## src/rtl/joystick_deadzone_calibrate_top_macros.svh

```systemverilog
// assertion helpers for the joystick calibrator top
`ifndef JOYSTICK_DEADZONE_CALIBRATE_TOP_MACROS_SVH
`define JOYSTICK_DEADZONE_CALIBRATE_TOP_MACROS_SVH

// same-cycle implication, clocked on clock, off during reset
`define JDC_ASSERT_NOW(lbl, ante, cons, msg) \
   lbl: assert property (@(posedge clock) disable iff (reset) (ante) |-> (cons)) \
      else $error(msg);

// next-cycle implication, clocked on clock, off during reset
`define JDC_ASSERT_NEXT(lbl, ante, cons, msg) \
   lbl: assert property (@(posedge clock) disable iff (reset) (ante) |=> (cons)) \
      else $error(msg);

`endif

```

## src/rtl/jdc_pkg.sv

```systemverilog
`timescale 1ns / 1ps
`default_nettype none

package jdc_pkg;

   // sample and calibration width
   localparam int DATA_W = 10;
   // output axis width
   localparam int OUT_W = 8;
   // quotient bits resolved per divider stage
   localparam int DIV_BPS = 4;

   // register map, one register every four bytes
   typedef enum logic [2:0] {
      REG_ENABLE   = 3'd0,
      REG_DEADZONE = 3'd1,
      REG_X_MIN    = 3'd2,
      REG_X_MID    = 3'd3,
      REG_X_MAX    = 3'd4,
      REG_Y_MIN    = 3'd5,
      REG_Y_MID    = 3'd6,
      REG_Y_MAX    = 3'd7
   } reg_index_type;

   // calibration registers
   typedef struct packed {
      logic              enable;
      logic [DATA_W-1:0] dz_radius;
      logic [DATA_W-1:0] x_min;
      logic [DATA_W-1:0] x_mid;
      logic [DATA_W-1:0] x_max;
      logic [DATA_W-1:0] y_min;
      logic [DATA_W-1:0] y_mid;
      logic [DATA_W-1:0] y_max;
   } cfg_type;

   // reset values
   localparam logic              RST_ENABLE   = 1'b1;
   localparam logic [DATA_W-1:0] RST_DEADZONE = 10'd32;
   localparam logic [DATA_W-1:0] RST_MIN      = 10'd0;
   localparam logic [DATA_W-1:0] RST_MID      = 10'd512;
   localparam logic [DATA_W-1:0] RST_MAX      = 10'd1023;

   // per-axis sign and special-case flags riding along the divider
   typedef struct packed {
      logic neg;    // quotient sign
      logic dzero;  // divisor is zero, saturate
      logic nneg;   // numerator negative
      logic nzero;  // numerator zero
   } axis_side_type;

endpackage

`default_nettype wire

```

## src/rtl/jdc_prep.sv

```systemverilog
`timescale 1ns / 1ps
`default_nettype none

module jdc_prep #(
   parameter int FULL_SCALE = 127,
   parameter int NW = 17
) (
   input  wire logic                       clock,
   input  wire logic                       reset,
   input  wire logic                       in_valid,
   input  wire logic [jdc_pkg::DATA_W-1:0] raw_x,
   input  wire logic [jdc_pkg::DATA_W-1:0] raw_y,
   input  wire jdc_pkg::cfg_type           cfg,
   output logic                            out_valid,
   output logic                            out_centred,
   output logic [NW-1:0]                   num_x,
   output logic [NW-1:0]                   num_y,
   output logic [jdc_pkg::DATA_W-1:0]      den_x,
   output logic [jdc_pkg::DATA_W-1:0]      den_y,
   output jdc_pkg::axis_side_type          side_x,
   output jdc_pkg::axis_side_type          side_y
);
   import jdc_pkg::*;

   localparam int FW = $clog2(FULL_SCALE + 1);
   localparam int PW = DATA_W + FW + 2;
   localparam int DW1 = DATA_W + 1;
   localparam logic signed [FW:0] FS_S = (FW + 1)'(FULL_SCALE);

   // lane 0 is x, lane 1 is y
   logic [DATA_W-1:0]          raw   [2];
   logic [DATA_W-1:0]          lo    [2];
   logic [DATA_W-1:0]          mid   [2];
   logic [DATA_W-1:0]          hi    [2];

   // stage a: offsets, squares, scaled numerators, spans
   logic signed [DW1-1:0]      d     [2];
   logic signed [2*DW1-1:0]    sqf   [2];
   logic signed [PW-1:0]       prodf [2];
   logic [2*DATA_W-1:0]        sq_in    [2];
   logic [2*DATA_W-1:0]        sq_ff    [2];
   logic signed [NW:0]         num_in   [2];
   logic signed [NW:0]         num_ff   [2];
   logic signed [DW1-1:0]      den1_in  [2];
   logic signed [DW1-1:0]      den1_ff  [2];
   logic signed [DW1-1:0]      den2_in  [2];
   logic signed [DW1-1:0]      den2_ff  [2];
   logic [2*DATA_W-1:0]        dz2_in, dz2_ff;
   logic                       en_ff;
   logic                       va_ff;

   // stage b: deadzone test, divisor choice, magnitudes
   logic [2*DATA_W:0]          len2;
   logic                       centred_in, centred_ff;
   logic [NW:0]                nneg_ext  [2];
   logic                       nneg      [2];
   logic                       nzero     [2];
   logic [NW-1:0]              nmag      [2];
   logic [DATA_W-1:0]          d1mag     [2];
   logic                       pos1      [2];
   logic signed [DW1-1:0]      dsel      [2];
   logic [DW1-1:0]             dsel_abs  [2];
   logic [NW-1:0]              nmag_ff   [2];
   logic [DATA_W-1:0]          dmag_in   [2];
   logic [DATA_W-1:0]          dmag_ff   [2];
   axis_side_type              side_in   [2];
   axis_side_type              side_ff   [2];
   logic                       vb_ff;

   // x runs with min and max swapped, which inverts it
   assign raw[0] = raw_x;
   assign raw[1] = raw_y;
   assign lo[0]  = cfg.x_max;
   assign mid[0] = cfg.x_mid;
   assign hi[0]  = cfg.x_min;
   assign lo[1]  = cfg.y_min;
   assign mid[1] = cfg.y_mid;
   assign hi[1]  = cfg.y_max;

   // stage a logic
   always_comb begin
      for (int l = 0; l < 2; l++) begin
         d[l]       = $signed({1'b0, raw[l]}) - $signed({1'b0, mid[l]});
         sqf[l]     = d[l] * d[l];
         sq_in[l]   = sqf[l][2*DATA_W-1:0];
         prodf[l]   = d[l] * FS_S;
         num_in[l]  = prodf[l][NW:0];
         den1_in[l] = $signed({1'b0, mid[l]}) - $signed({1'b0, lo[l]});
         den2_in[l] = $signed({1'b0, hi[l]}) - $signed({1'b0, mid[l]});
      end
      dz2_in = cfg.dz_radius * cfg.dz_radius;
   end

   always_ff @(posedge clock) begin
      if (reset) begin
         va_ff <= 1'b0;
      end else begin
         va_ff <= in_valid;
      end
      for (int l = 0; l < 2; l++) begin
         sq_ff[l]   <= sq_in[l];
         num_ff[l]  <= num_in[l];
         den1_ff[l] <= den1_in[l];
         den2_ff[l] <= den2_in[l];
      end
      dz2_ff <= dz2_in;
      en_ff  <= cfg.enable;
   end

   // stage b logic
   always_comb begin
      len2       = {1'b0, sq_ff[0]} + {1'b0, sq_ff[1]};
      centred_in = !en_ff || (len2 < {1'b0, dz2_ff});
      for (int l = 0; l < 2; l++) begin
         nneg[l]     = num_ff[l][NW];
         nzero[l]    = (num_ff[l] == '0);
         nneg_ext[l] = -num_ff[l];
         nmag[l]     = nneg[l] ? nneg_ext[l][NW-1:0] : num_ff[l][NW-1:0];
         d1mag[l]    = den1_ff[l][DW1-1] ? DATA_W'(-den1_ff[l]) : DATA_W'(den1_ff[l]);
         // first quotient positive: take the high-side span instead
         if (den1_ff[l] == '0) begin
            pos1[l] = !nneg[l] && !nzero[l];
         end else begin
            pos1[l] = !nzero[l] && (nneg[l] == den1_ff[l][DW1-1])
                      && (nmag[l] >= NW'(d1mag[l]));
         end
         dsel[l]           = pos1[l] ? den2_ff[l] : den1_ff[l];
         dsel_abs[l]       = dsel[l][DW1-1] ? DW1'(-dsel[l]) : DW1'(dsel[l]);
         dmag_in[l]        = dsel_abs[l][DATA_W-1:0];
         side_in[l].neg    = nneg[l] ^ dsel[l][DW1-1];
         side_in[l].dzero  = (dsel[l] == '0);
         side_in[l].nneg   = nneg[l];
         side_in[l].nzero  = nzero[l];
      end
   end

   always_ff @(posedge clock) begin
      if (reset) begin
         vb_ff <= 1'b0;
      end else begin
         vb_ff <= va_ff;
      end
      centred_ff <= centred_in;
      for (int l = 0; l < 2; l++) begin
         nmag_ff[l] <= nmag[l];
         dmag_ff[l] <= dmag_in[l];
         side_ff[l] <= side_in[l];
      end
   end

   assign out_valid   = vb_ff;
   assign out_centred = centred_ff;
   assign num_x       = nmag_ff[0];
   assign num_y       = nmag_ff[1];
   assign den_x       = dmag_ff[0];
   assign den_y       = dmag_ff[1];
   assign side_x      = side_ff[0];
   assign side_y      = side_ff[1];

endmodule

`default_nettype wire

```

## src/rtl/jdc_div.sv

```systemverilog
`timescale 1ns / 1ps
`default_nettype none

// pipelined restoring divider, unsigned magnitudes, DIV_BPS quotient bits a stage
module jdc_div #(
   parameter int NW = 17,
   parameter int SBW = 4
) (
   input  wire logic                       clock,
   input  wire logic                       reset,
   input  wire logic                       in_valid,
   input  wire logic [NW-1:0]              num,
   input  wire logic [jdc_pkg::DATA_W-1:0] den,
   input  wire logic [SBW-1:0]             side_in,
   output logic                            out_valid,
   output logic [NW-1:0]                   quo,
   output logic [SBW-1:0]                  side_out
);
   import jdc_pkg::*;

   localparam int NS = (NW + DIV_BPS - 1) / DIV_BPS;

   logic [NW-1:0]     q_ff   [NS];
   logic [NW-1:0]     q_in   [NS];
   logic [DATA_W-1:0] r_ff   [NS];
   logic [DATA_W-1:0] r_in   [NS];
   logic [DATA_W-1:0] d_ff   [NS];
   logic [DATA_W-1:0] d_src  [NS];
   logic [SBW-1:0]    s_ff   [NS];
   logic [SBW-1:0]    s_src  [NS];
   logic              v_ff   [NS];
   logic              v_src  [NS];
   logic [NW-1:0]     q_w;
   logic [DATA_W-1:0] r_w;
   logic [DATA_W:0]   t_w;

   // numerator bits shift out the top while quotient bits shift in below
   always_comb begin
      for (int s = 0; s < NS; s++) begin
         if (s == 0) begin
            q_w      = num;
            r_w      = '0;
            d_src[s] = den;
            s_src[s] = side_in;
            v_src[s] = in_valid;
         end else begin
            q_w      = q_ff[s-1];
            r_w      = r_ff[s-1];
            d_src[s] = d_ff[s-1];
            s_src[s] = s_ff[s-1];
            v_src[s] = v_ff[s-1];
         end
         for (int j = 0; j < DIV_BPS; j++) begin
            t_w = {r_w, q_w[NW-1]};
            if (s * DIV_BPS + j < NW) begin
               q_w = {q_w[NW-2:0], 1'b0};
               if (t_w >= {1'b0, d_src[s]}) begin
                  r_w    = DATA_W'(t_w - {1'b0, d_src[s]});
                  q_w[0] = 1'b1;
               end else begin
                  r_w = t_w[DATA_W-1:0];
               end
            end
         end
         q_in[s] = q_w;
         r_in[s] = r_w;
      end
   end

   always_ff @(posedge clock) begin
      for (int s = 0; s < NS; s++) begin
         if (reset) begin
            v_ff[s] <= 1'b0;
         end else begin
            v_ff[s] <= v_src[s];
         end
         q_ff[s] <= q_in[s];
         r_ff[s] <= r_in[s];
         d_ff[s] <= d_src[s];
         s_ff[s] <= s_src[s];
      end
   end

   assign out_valid = v_ff[NS-1];
   assign quo       = q_ff[NS-1];
   assign side_out  = s_ff[NS-1];

endmodule

`default_nettype wire

```

## src/rtl/jdc_post.sv

```systemverilog
`timescale 1ns / 1ps
`default_nettype none

module jdc_post #(
   parameter int FULL_SCALE = 127,
   parameter int NW = 17
) (
   input  wire logic                        clock,
   input  wire logic                        reset,
   input  wire logic                        in_valid,
   input  wire logic                        centred,
   input  wire logic [NW-1:0]               quo_x,
   input  wire logic [NW-1:0]               quo_y,
   input  wire jdc_pkg::axis_side_type      side_x,
   input  wire jdc_pkg::axis_side_type      side_y,
   output logic                             rsp_valid,
   output logic signed [jdc_pkg::OUT_W-1:0] rsp_axis_x,
   output logic signed [jdc_pkg::OUT_W-1:0] rsp_axis_y,
   output logic                             rsp_centred
);
   import jdc_pkg::*;

   localparam int FW = $clog2(FULL_SCALE + 1);
   localparam int VW = (FW + 1 > OUT_W) ? FW + 1 : OUT_W;
   localparam logic [FW-1:0] FS_U = FW'(FULL_SCALE);

   logic [NW-1:0]          q    [2];
   axis_side_type          sd   [2];
   logic [FW-1:0]          mag  [2];
   logic                   sgn  [2];
   logic signed [VW-1:0]   v    [2];
   logic [OUT_W-1:0]       ax_in [2];
   logic                   valid_ff;
   logic [OUT_W-1:0]       ax_ff [2];
   logic                   centred_ff;

   assign q[0]  = quo_x;
   assign q[1]  = quo_y;
   assign sd[0] = side_x;
   assign sd[1] = side_y;

   // zero-span saturation, clamp, sign, then zero if centred and wrap to the output width
   always_comb begin
      for (int l = 0; l < 2; l++) begin
         if (sd[l].dzero) begin
            mag[l] = sd[l].nzero ? '0 : FS_U;
            sgn[l] = sd[l].nneg;
         end else begin
            mag[l] = (q[l] >= NW'(FULL_SCALE)) ? FS_U : q[l][FW-1:0];
            sgn[l] = sd[l].neg;
         end
         v[l]     = sgn[l] ? -$signed(VW'(mag[l])) : $signed(VW'(mag[l]));
         ax_in[l] = centred ? '0 : v[l][OUT_W-1:0];
      end
   end

   // result register
   always_ff @(posedge clock) begin
      if (reset) begin
         valid_ff <= 1'b0;
      end else begin
         valid_ff <= in_valid;
      end
      ax_ff[0]   <= ax_in[0];
      ax_ff[1]   <= ax_in[1];
      centred_ff <= centred;
   end

   assign rsp_valid   = valid_ff;
   assign rsp_axis_x  = ax_ff[0];
   assign rsp_axis_y  = ax_ff[1];
   assign rsp_centred = centred_ff;

endmodule

`default_nettype wire

```

## src/rtl/joystick_deadzone_calibrate_top.sv

```systemverilog
`timescale 1ns / 1ps
`default_nettype none
// Radial deadzone and calibration for a two-axis analog joystick.
// Input: a word (req_raw_x, req_raw_y) is taken at a clock edge with start high
// and busy low. busy is low whenever reset is low, so a word may come every cycle.
// Output: each word gives one result on rsp_axis_x, rsp_axis_y, rsp_centred,
// shown for exactly one cycle with rsp_valid high. The receiver cannot stall;
// results leave in input order.
// Pipeline: the prep stages for offset, square and scale, NS divider stages at four
// quotient bits each, where NS = ceil(NW / 4) and NW = clog2(1023 * FULL_SCALE + 1),
// and one result register.
// Throughput: one word per cycle, set by the fully pipelined divider.
// Registers: APB-style, word i at byte address 4 * i, pready always high; the user
// must write them only while no word is in flight, which the block does not enforce.
// Reset: synchronous; empties the pipeline and loads the default calibration.
`include "joystick_deadzone_calibrate_top_macros.svh"

module joystick_deadzone_calibrate_top #(
   parameter int FULL_SCALE = 127
) (
   input  wire logic                        clock,
   input  wire logic                        reset,
   input  wire logic                        start,
   output logic                             busy,
   input  wire logic [jdc_pkg::DATA_W-1:0]  req_raw_x,
   input  wire logic [jdc_pkg::DATA_W-1:0]  req_raw_y,
   output logic                             rsp_valid,
   output logic signed [jdc_pkg::OUT_W-1:0] rsp_axis_x,
   output logic signed [jdc_pkg::OUT_W-1:0] rsp_axis_y,
   output logic                             rsp_centred,
   input  wire logic                        psel,
   input  wire logic                        penable,
   input  wire logic                        pwrite,
   input  wire logic [4:0]                  paddr,
   input  wire logic [31:0]                 pwdata,
   output logic [31:0]                      prdata,
   output logic                             pready
);
   import jdc_pkg::*;

   localparam int NW  = $clog2(1023 * FULL_SCALE + 1);
   localparam int NS  = (NW + DIV_BPS - 1) / DIV_BPS;
   localparam int LAT = NS + 3;
   localparam int SBX = $bits(axis_side_type) + 1;
   localparam int SBY = $bits(axis_side_type);

   cfg_type         cfg_ff, cfg_in;
   logic            wr;
   reg_index_type   idx;
   logic            accept;

   logic            p_valid, p_centred;
   logic [NW-1:0]   p_num_x, p_num_y;
   logic [DATA_W-1:0] p_den_x, p_den_y;
   axis_side_type   p_side_x, p_side_y;

   logic            dx_valid, dy_valid;
   logic [NW-1:0]   q_x, q_y;
   logic [SBX-1:0]  sb_x;
   logic [SBY-1:0]  sb_y;
   axis_side_type   d_side_x, d_side_y;
   logic            d_centred;

   // handshake
   assign busy   = reset;
   assign accept = start && !busy;
   assign pready = 1'b1;
   assign wr     = psel && penable && pwrite && pready;
   assign idx    = reg_index_type'(paddr[4:2]);

   // register write
   always_comb begin
      cfg_in = cfg_ff;
      if (wr) begin
         unique case (idx)
            REG_ENABLE:   cfg_in.enable    = pwdata[0];
            REG_DEADZONE: cfg_in.dz_radius = pwdata[DATA_W-1:0];
            REG_X_MIN:    cfg_in.x_min     = pwdata[DATA_W-1:0];
            REG_X_MID:    cfg_in.x_mid     = pwdata[DATA_W-1:0];
            REG_X_MAX:    cfg_in.x_max     = pwdata[DATA_W-1:0];
            REG_Y_MIN:    cfg_in.y_min     = pwdata[DATA_W-1:0];
            REG_Y_MID:    cfg_in.y_mid     = pwdata[DATA_W-1:0];
            REG_Y_MAX:    cfg_in.y_max     = pwdata[DATA_W-1:0];
            default:      cfg_in = cfg_ff;
         endcase
      end
   end

   always_ff @(posedge clock) begin
      if (reset) begin
         cfg_ff.enable    <= RST_ENABLE;
         cfg_ff.dz_radius <= RST_DEADZONE;
         cfg_ff.x_min     <= RST_MIN;
         cfg_ff.x_mid     <= RST_MID;
         cfg_ff.x_max     <= RST_MAX;
         cfg_ff.y_min     <= RST_MIN;
         cfg_ff.y_mid     <= RST_MID;
         cfg_ff.y_max     <= RST_MAX;
      end else begin
         cfg_ff <= cfg_in;
      end
   end

   // register read
   always_comb begin
      prdata = '0;
      unique case (idx)
         REG_ENABLE:   prdata = 32'(cfg_ff.enable);
         REG_DEADZONE: prdata = 32'(cfg_ff.dz_radius);
         REG_X_MIN:    prdata = 32'(cfg_ff.x_min);
         REG_X_MID:    prdata = 32'(cfg_ff.x_mid);
         REG_X_MAX:    prdata = 32'(cfg_ff.x_max);
         REG_Y_MIN:    prdata = 32'(cfg_ff.y_min);
         REG_Y_MID:    prdata = 32'(cfg_ff.y_mid);
         REG_Y_MAX:    prdata = 32'(cfg_ff.y_max);
         default:      prdata = '0;
      endcase
   end

   // offsets, deadzone test, numerators and divisor choice
   jdc_prep #(
      .FULL_SCALE (FULL_SCALE),
      .NW         (NW)
   ) u_prep (
      .clock       (clock),
      .reset       (reset),
      .in_valid    (accept),
      .raw_x       (req_raw_x),
      .raw_y       (req_raw_y),
      .cfg         (cfg_ff),
      .out_valid   (p_valid),
      .out_centred (p_centred),
      .num_x       (p_num_x),
      .num_y       (p_num_y),
      .den_x       (p_den_x),
      .den_y       (p_den_y),
      .side_x      (p_side_x),
      .side_y      (p_side_y)
   );

   // one divider per axis, x carries the centred flag
   jdc_div #(
      .NW  (NW),
      .SBW (SBX)
   ) u_div_x (
      .clock     (clock),
      .reset     (reset),
      .in_valid  (p_valid),
      .num       (p_num_x),
      .den       (p_den_x),
      .side_in   ({p_centred, p_side_x}),
      .out_valid (dx_valid),
      .quo       (q_x),
      .side_out  (sb_x)
   );

   jdc_div #(
      .NW  (NW),
      .SBW (SBY)
   ) u_div_y (
      .clock     (clock),
      .reset     (reset),
      .in_valid  (p_valid),
      .num       (p_num_y),
      .den       (p_den_y),
      .side_in   (p_side_y),
      .out_valid (dy_valid),
      .quo       (q_y),
      .side_out  (sb_y)
   );

   assign d_centred = sb_x[SBX-1];
   assign d_side_x  = sb_x[SBY-1:0];
   assign d_side_y  = sb_y;

   // saturate, clamp and register the result
   jdc_post #(
      .FULL_SCALE (FULL_SCALE),
      .NW         (NW)
   ) u_post (
      .clock       (clock),
      .reset       (reset),
      .in_valid    (dx_valid),
      .centred     (d_centred),
      .quo_x       (q_x),
      .quo_y       (q_y),
      .side_x      (d_side_x),
      .side_y      (d_side_y),
      .rsp_valid   (rsp_valid),
      .rsp_axis_x  (rsp_axis_x),
      .rsp_axis_y  (rsp_axis_y),
      .rsp_centred (rsp_centred)
   );

   // checks
   `JDC_ASSERT_NOW(a_lanes_aligned, dx_valid || dy_valid, dx_valid && dy_valid, "divider lanes out of step")
   `JDC_ASSERT_NOW(a_latency, accept, ##LAT rsp_valid, "word accepted without a result")
   `JDC_ASSERT_NOW(a_no_extra, rsp_valid, $past(accept, LAT), "result without an accepted word")
   `JDC_ASSERT_NOW(a_centred_zero, rsp_valid && rsp_centred, rsp_axis_x == 0 && rsp_axis_y == 0, "centred result not zero")
   `JDC_ASSERT_NEXT(a_dz_write, wr && idx == REG_DEADZONE, cfg_ff.dz_radius == $past(pwdata[DATA_W-1:0]), "deadzone write lost")

endmodule

`default_nettype wire
```

## config.mk

```make
export PLATFORM = sky130hd
export DESIGN_NAME = joystick_deadzone_calibrate_top
export DESIGN_NICKNAME = d
export VERILOG_FILES = /design/src/rtl/jdc_pkg.sv /design/src/rtl/jdc_prep.sv /design/src/rtl/jdc_div.sv /design/src/rtl/jdc_post.sv /design/src/rtl/joystick_deadzone_calibrate_top.sv
export VERILOG_INCLUDE_DIRS = /design/src /design/src/rtl
export SDC_FILE = /design/constraint.sdc
export NUM_CORES = 2
export LEC_CHECK = 0
export BUFFER_PORTS_ARGS = -buffer_cell sky130_fd_sc_hd__buf_2
export CORE_MARGIN = 3
export CORE_UTILIZATION = 49
export CTS_CLUSTER_DIAMETER = 200
export DETAILED_ROUTE_END_ITERATION = 8
export HOLD_SLACK_MARGIN = 0.05
export PLACE_DENSITY = 0.76
export SETUP_SLACK_MARGIN = 0.4
export SKIP_LAST_GASP = 1
export SLEW_MARGIN = 20
export SYNTH_ARGS = -nofsm -noshare
export SYNTH_HDL_FRONTEND = slang
export SYNTH_SLANG_ARGS = --single-unit
```

## constraint.sdc

```tcl
create_clock -name clock -period 13.75 [get_ports clock]
set_input_delay 2.75 -clock clock [delete_from_list [all_inputs] [get_ports clock]]
set_output_delay 2.75 -clock clock [all_outputs]
set_load 0.01 [all_outputs]
```

=== After elaboration in Yosys (flattened, before gate mapping) ===
Memory sizes are Yosys's and may differ from the RTL's. A register that Yosys moved wholly into a read port is not among the register bits.
Index checks and enable logic that the tools add are counted.

* Equality and inequality tests: 9
* Reduce and logical (&&, ||, !) cells: 31
* Mux-type cells: 99
* Order comparisons: 39
* Multipliers: 5
* Bitwise logic cells: 7
* $add $sub $neg: 49

{| class="wikitable"
|+ Operator list
! kind !! count
|-
| 10-bit 2-to-1 mux || 38
|-
| 11-bit by 10-bit greater-or-equal comparator with 1-bit output || 32
|-
| 10-bit subtractor || 32
|-
| 32-bit case mux with 8 select lines || 1
|-
| 10-bit by 10-bit subtractor with 11-bit output || 6
|-
| 1-bit 2-to-1 mux || 46
|-
| 11-bit zero test || 4
|-
| 7-bit 2-to-1 mux || 6
|-
| 11-bit by 11-bit multiplier with 20-bit output || 2
|-
| 10-bit negator || 4
|-
| 18-bit zero test || 2
|-
| 11-bit by 8-bit multiplier with 18-bit output (second input constant) || 2
|-
| 17-bit by 10-bit greater-or-equal comparator with 1-bit output || 2
|-
| 17-bit by 7-bit greater-or-equal comparator with 1-bit output (second input constant) || 2
|-
| 17-bit 2-to-1 mux || 2
|-
| 17-bit negator || 2
|-
| 8-bit 2-to-1 mux || 4
|-
| 11-bit 2-to-1 mux || 2
|-
| 20-bit by 20-bit adder with 21-bit output || 1
|-
| 21-bit by 20-bit less-than comparator with 1-bit output || 1
|-
| 1-bit by 10-bit greater-or-equal comparator with 1-bit output || 2
|-
| 10-bit by 10-bit multiplier with 20-bit output || 1
|-
| 1-bit by 10-bit subtractor with 10-bit output || 2
|-
| 7-bit negator with 8-bit output || 2
|-
| 11 further kinds || 41
|}

* Flip-flop bits (word level): 96
* RAM bits: 618
* Output and inout bits: 52
* Word-level logic and storage cells: 270
* Memories: 17

{| class="wikitable"
|+ Memories
! memory !! words !! width !! rd ports !! clocked after Yosys merged registers in !! write ports !! RTL line !! source
|-
| u_div_x.q_ff || 5 || 17 || 5 || 0 || 5 || jdc_div.sv:23 || <nowiki>logic [NW-1:0] q_ff [NS];</nowiki>
|-
| u_div_y.q_ff || 5 || 17 || 5 || 0 || 5 || jdc_div.sv:23 ||
|-
| u_div_x.d_ff || 5 || 10 || 4 || 0 || 5 || jdc_div.sv:27 || <nowiki>logic [DATA_W-1:0] d_ff [NS];</nowiki>
|-
| u_div_x.r_ff || 5 || 10 || 4 || 0 || 5 || jdc_div.sv:25 || <nowiki>logic [DATA_W-1:0] r_ff [NS];</nowiki>
|-
| u_div_y.d_ff || 5 || 10 || 4 || 0 || 5 || jdc_div.sv:27 ||
|-
| u_div_y.r_ff || 5 || 10 || 4 || 0 || 5 || jdc_div.sv:25 ||
|-
| 11 more memories || - || - || - || - || - || - ||
|}

=== Logic depth before layout (Yosys ltp) ===
An unclocked memory read counts as a cell.

* Depth after elaboration: 9
* Mapped depth: 47
* Mapped depth without buffers: 44

=== Hierarchy ===
Synthesis repeated with hierarchy kept, for this count alone.

* Cells, all modules: 6140
* Area, all modules: 55040.3 µm²

{| class="wikitable"
|+ By module, submodules not included
! module !! cells an instance !! times used !! seq. area each (µm²) !! area each (µm²)
|-
| jdc_prep || 2746 || 1 || 4023.9 || 24608.6
|-
| jdc_div at u_div_y || 1428 || 1 || 3803.6 || 12987.5
|-
| jdc_div at u_div_x || 1439 || 1 || 3903.7 || 12948.7
|-
| joystick_deadzone_calibrate_top || 402 || 1 || 1421.4 || 3415.8
|-
| jdc_post || 125 || 1 || 360.3 || 1079.8
|}

=== Least setup slack after synthesis ===
No wires, ideal clock.

* Kind: in2reg
* Start: input port req_raw_x[0] (netlist name)
* End: memory u_prep.sq_ff[0][19] (netlist name)
* Data arrival time: 9.606 ns
* Setup time: 0.072 ns
* Slack: 4.071 ns
* Stages: 29
* Path through: inv_1 -> ha_1 -> inv_1 -> fa_1 -> a21o_1 -> a21oi_1 -> nor2b_1 -> o21ai_0 -> a21oi_1 -> nand2_1 -> nand2_1 -> inv_1 -> buf_1 -> nand2_1 -> fa_1 -> inv_1 -> fa_1 -> fa_1 -> fa_1 -> fa_1 -> ha_1 -> and2_1 -> o21ai_0 -> o21ai_0 -> or4_1 -> o311ai_0 -> o2111ai_1 -> a21oi_1 -> xnor2_1

{| class="wikitable"
|+ RTL lines
! what !! RTL line !! source
|-
| from (decl) || joystick_deadzone_calibrate_top.sv:25 || <nowiki>input wire logic [jdc_pkg::DATA_W-1:0] req_raw_x,</nowiki>
|-
| to (decl) || jdc_prep.sv:41 || <nowiki>logic [2*DATA_W-1:0] sq_ff [2];</nowiki>
|}

==> results.toml <==
[status]
status = "complete, no violations"

[setup_path]
worstPathArrival_ns = 11.82
endpoint_kind = "register"
cp_common_cell = "o21ai_0"
cp_slowest_cell = "a31oi_2"
cp_max_fo = 18
crit_path_start = "u_div_y.d_ff[0][11]"
regToRegSetupSlack_ns = 2.44
slowest_delay_ns = 0.75
endpoint = "u_div_y.r_ff[0][29]"
critPathRequiredTime_ns = 14.25
reg2regPathDepth = 41
critical_path_class = "reg2reg"
r2r-end = "u_div_y.r_ff[0][29]"
reg2reg_from = "u_div_y.d_ff[0][11]"
crit_path_start_kind = "register"

[route]
detail-route-antenna-nets = 0
drc = 0
avgViaCountPerCell = 5.44
wl_um = 118000
dr.pass1.iters = 5
num_vias = 39613
wl_per_cell_um = 16.2
drtIter0Drc = 2546

[clock_tree]
cts_buffers = 71
cts.path.max_buffers = 3
cts_setup_buffers = 0
cts_resized = 0
cts-root-buf = "clkbuf_16"
cts.clk_slew.worst_paths_ns = 0.06
tritoncts = "done"
cts-htree-levels = 3
clock-sinks = 670
clk_latency_ns = 0.63
hold_buffers = 0

[synthesis]
synth-seq-cells = 670
synth.avg_cell_area_um2 = 9.16
yosysWarningCount = 0
synth_edf_count = 0
synthDistinctLibCells = 99
async_flop_share = 0
synth-seq-area-share = 0.254
syn_area_um2 = 52800
ys_dominant_reg_cell = "dfxtp_1"
syn_inst = 5766

[timing]
relSlewSlack = 0.248
setup_ws_ns = 2.44
hold_slack_ns = 0.320
fin_crit_sh = 0.823
setup_viol = 0
final_max_slew_viol_count = 0
worst_pin_slew_ns = 1.12
fin_crit_ns = 11.31
hold_violations = 0
clock.fmax_mhz = 88.4
fin_setup_tns_ns = 0
rsz0062_at_grt = "false"
fin_skew_ns = 0.0273

[die]
dieArea_um2 = 112000
die_x_um = 334
rows = 119
core_um2 = 106000
initial_utilization = 0.497
fp.dieH_um = 334
io_pins = 115

[cells_and_area]
layout_common_cells = "804 x inv_1, 670 x dfxtp_1, 642 x ha_1, 400 x nor2_1, 370 x fa_1"
fin_nets = 6901
synthToLayoutAreaGrowth_pct = 8.07
drive_above_1_share = 0.0710
mostFrequentLayoutCell = "inv_1"

[global_route]
grt_max_degree = 81
grt_use_total = 0.212
grt_pass1_vias = 39845
antenna_found_initial = 4
grt_first_pass_wirelength_um = 196000
gr-total-overflow = 0

[job]
max_cap_viol_count = 0

[place]
io_buffer_count = 67
globalplace.congestion = 0.914
dp_slack_ns = 2.64
hpwlAfterDp_um = 94100

[hold_path]
hold_path_class = "reg2reg"
holdPathStages = 0
[worst min path at each step]
stage                                to                 start
CTS                 u_div_x.q_ff[0][12]  u_prep.nmag_ff[0][8]
detailed placement  u_div_x.q_ff[0][50]   u_div_x.q_ff[0][29]
floorplan           u_div_x.q_ff[0][10]  u_prep.nmag_ff[0][6]
global route        u_div_x.q_ff[0][13]  u_prep.nmag_ff[0][9]
global placement     u_div_y.s_ff[0][5]    u_div_y.s_ff[0][1]
finish              u_div_x.q_ff[0][12]  u_prep.nmag_ff[0][8]
[synth_stat cells, types with 25 or more instances]
cell type	count	share of area
a211o_1	31	0.0051
mux2_2	126	0.027
o21a_1	40	0.0057
buf_4	27	0.0038
nand3_1	64	0.0061
and2_1	58	0.0069
o21ai_0	254	0.024
a21oi_1	281	0.027
dfxtp_1	670	0.25
xor2_1	134	0.022
nand2_1	353	0.025
nand2b_1	85	0.010
mux2i_1	110	0.021
nor3_1	94	0.0089
nor2_1	403	0.029
a31oi_1	31	0.0037
nand4_1	58	0.0069
a21boi_0	32	0.0045
ha_1	642	0.15
inv_1	804	0.057
xnor2_1	299	0.050
fa_1	370	0.14
or3_1	32	0.0038
a21o_1	137	0.019
or2_2	26	0.0031
o31ai_1	25	0.0036
clkbuf_1	83	0.0059
nor2b_1	127	0.015
[state kept, by name, summed over array words and instances, names as in the netlist, 22 cells and up]
signal and flops:
u_div_x.s_ff 25, u_prep.num_ff 34, u_prep.den2_ff 22, u_div_y.q_ff 85, u_div_x.q_ff 85, u_div_y.d_ff 40
cfg_ff 71, u_div_x.d_ff 40, u_prep.nmag_ff 34, u_prep.sq_ff 38, u_prep.den1_ff 22, u_div_y.r_ff 40
u_div_x.r_ff 40
[metal layers]
layer,share of wire,GRT usage,vias up
li1,-,-,19559
met2,0.47,0.355,911
met5,0.00017,0,-
met4,0.034,0.0744,2
met1,0.44,0.279,18935
met3,0.054,0.0322,206
[per-stage QoR]
step | util | cell area (µm²) | instances
floorplan | - | 52900 | 5787
global placement | 0.514 | 54600 | 7144
detailed placement | 0.514 | 54600 | 7144
CTS | 0.537 | 57100 | 7276
global route | 0.538 | 57100 | 7276
finish | 0.538 | 57100 | 7278
[cell type report]
| cell class | instances | area [µm²] |
|---|---|---|
| Tap cell | 1391 | 1740 |
| Antenna cell | 2 | 5.00 |
| Clock inverter | 35 | 474 |
| Timing Repair Buffer | 94 | 538 |
| Clock buffer | 97 | 2010 |
| Inverter | 811 | 3040 |
| Fill cell | 9347 | 49100 |
| Sequential cell | 670 | 13400 |
| Multi-Input combinational cell | 4178 | 35800 |
[cell families after synthesis]
| logic type | share of synthesized area |
|---|---|
| simple gates | 0.127 |
| compound gates | 0.134 |
| fa+ha+maj | 0.292 |
| buf+inv | 0.0690 |
| flops | 0.254 |
| xor+xnor | 0.0718 |
| mux | 0.0520 |
| other cells | 0.000142 |
[worst max-delay path: cells and delay by family (launching register included)]
family          cells  cell delay [ns]
flops               1             0.53
compound gates     23             7.13
fa+ha+maj           4             1.27
buf+inv             6             0.96
simple gates        7             0.93
mux                 1             0.41
Power is left out: the tool's default activity adds up to more than one toggle a clock period on the data nets, which glitch-free logic cannot reach.
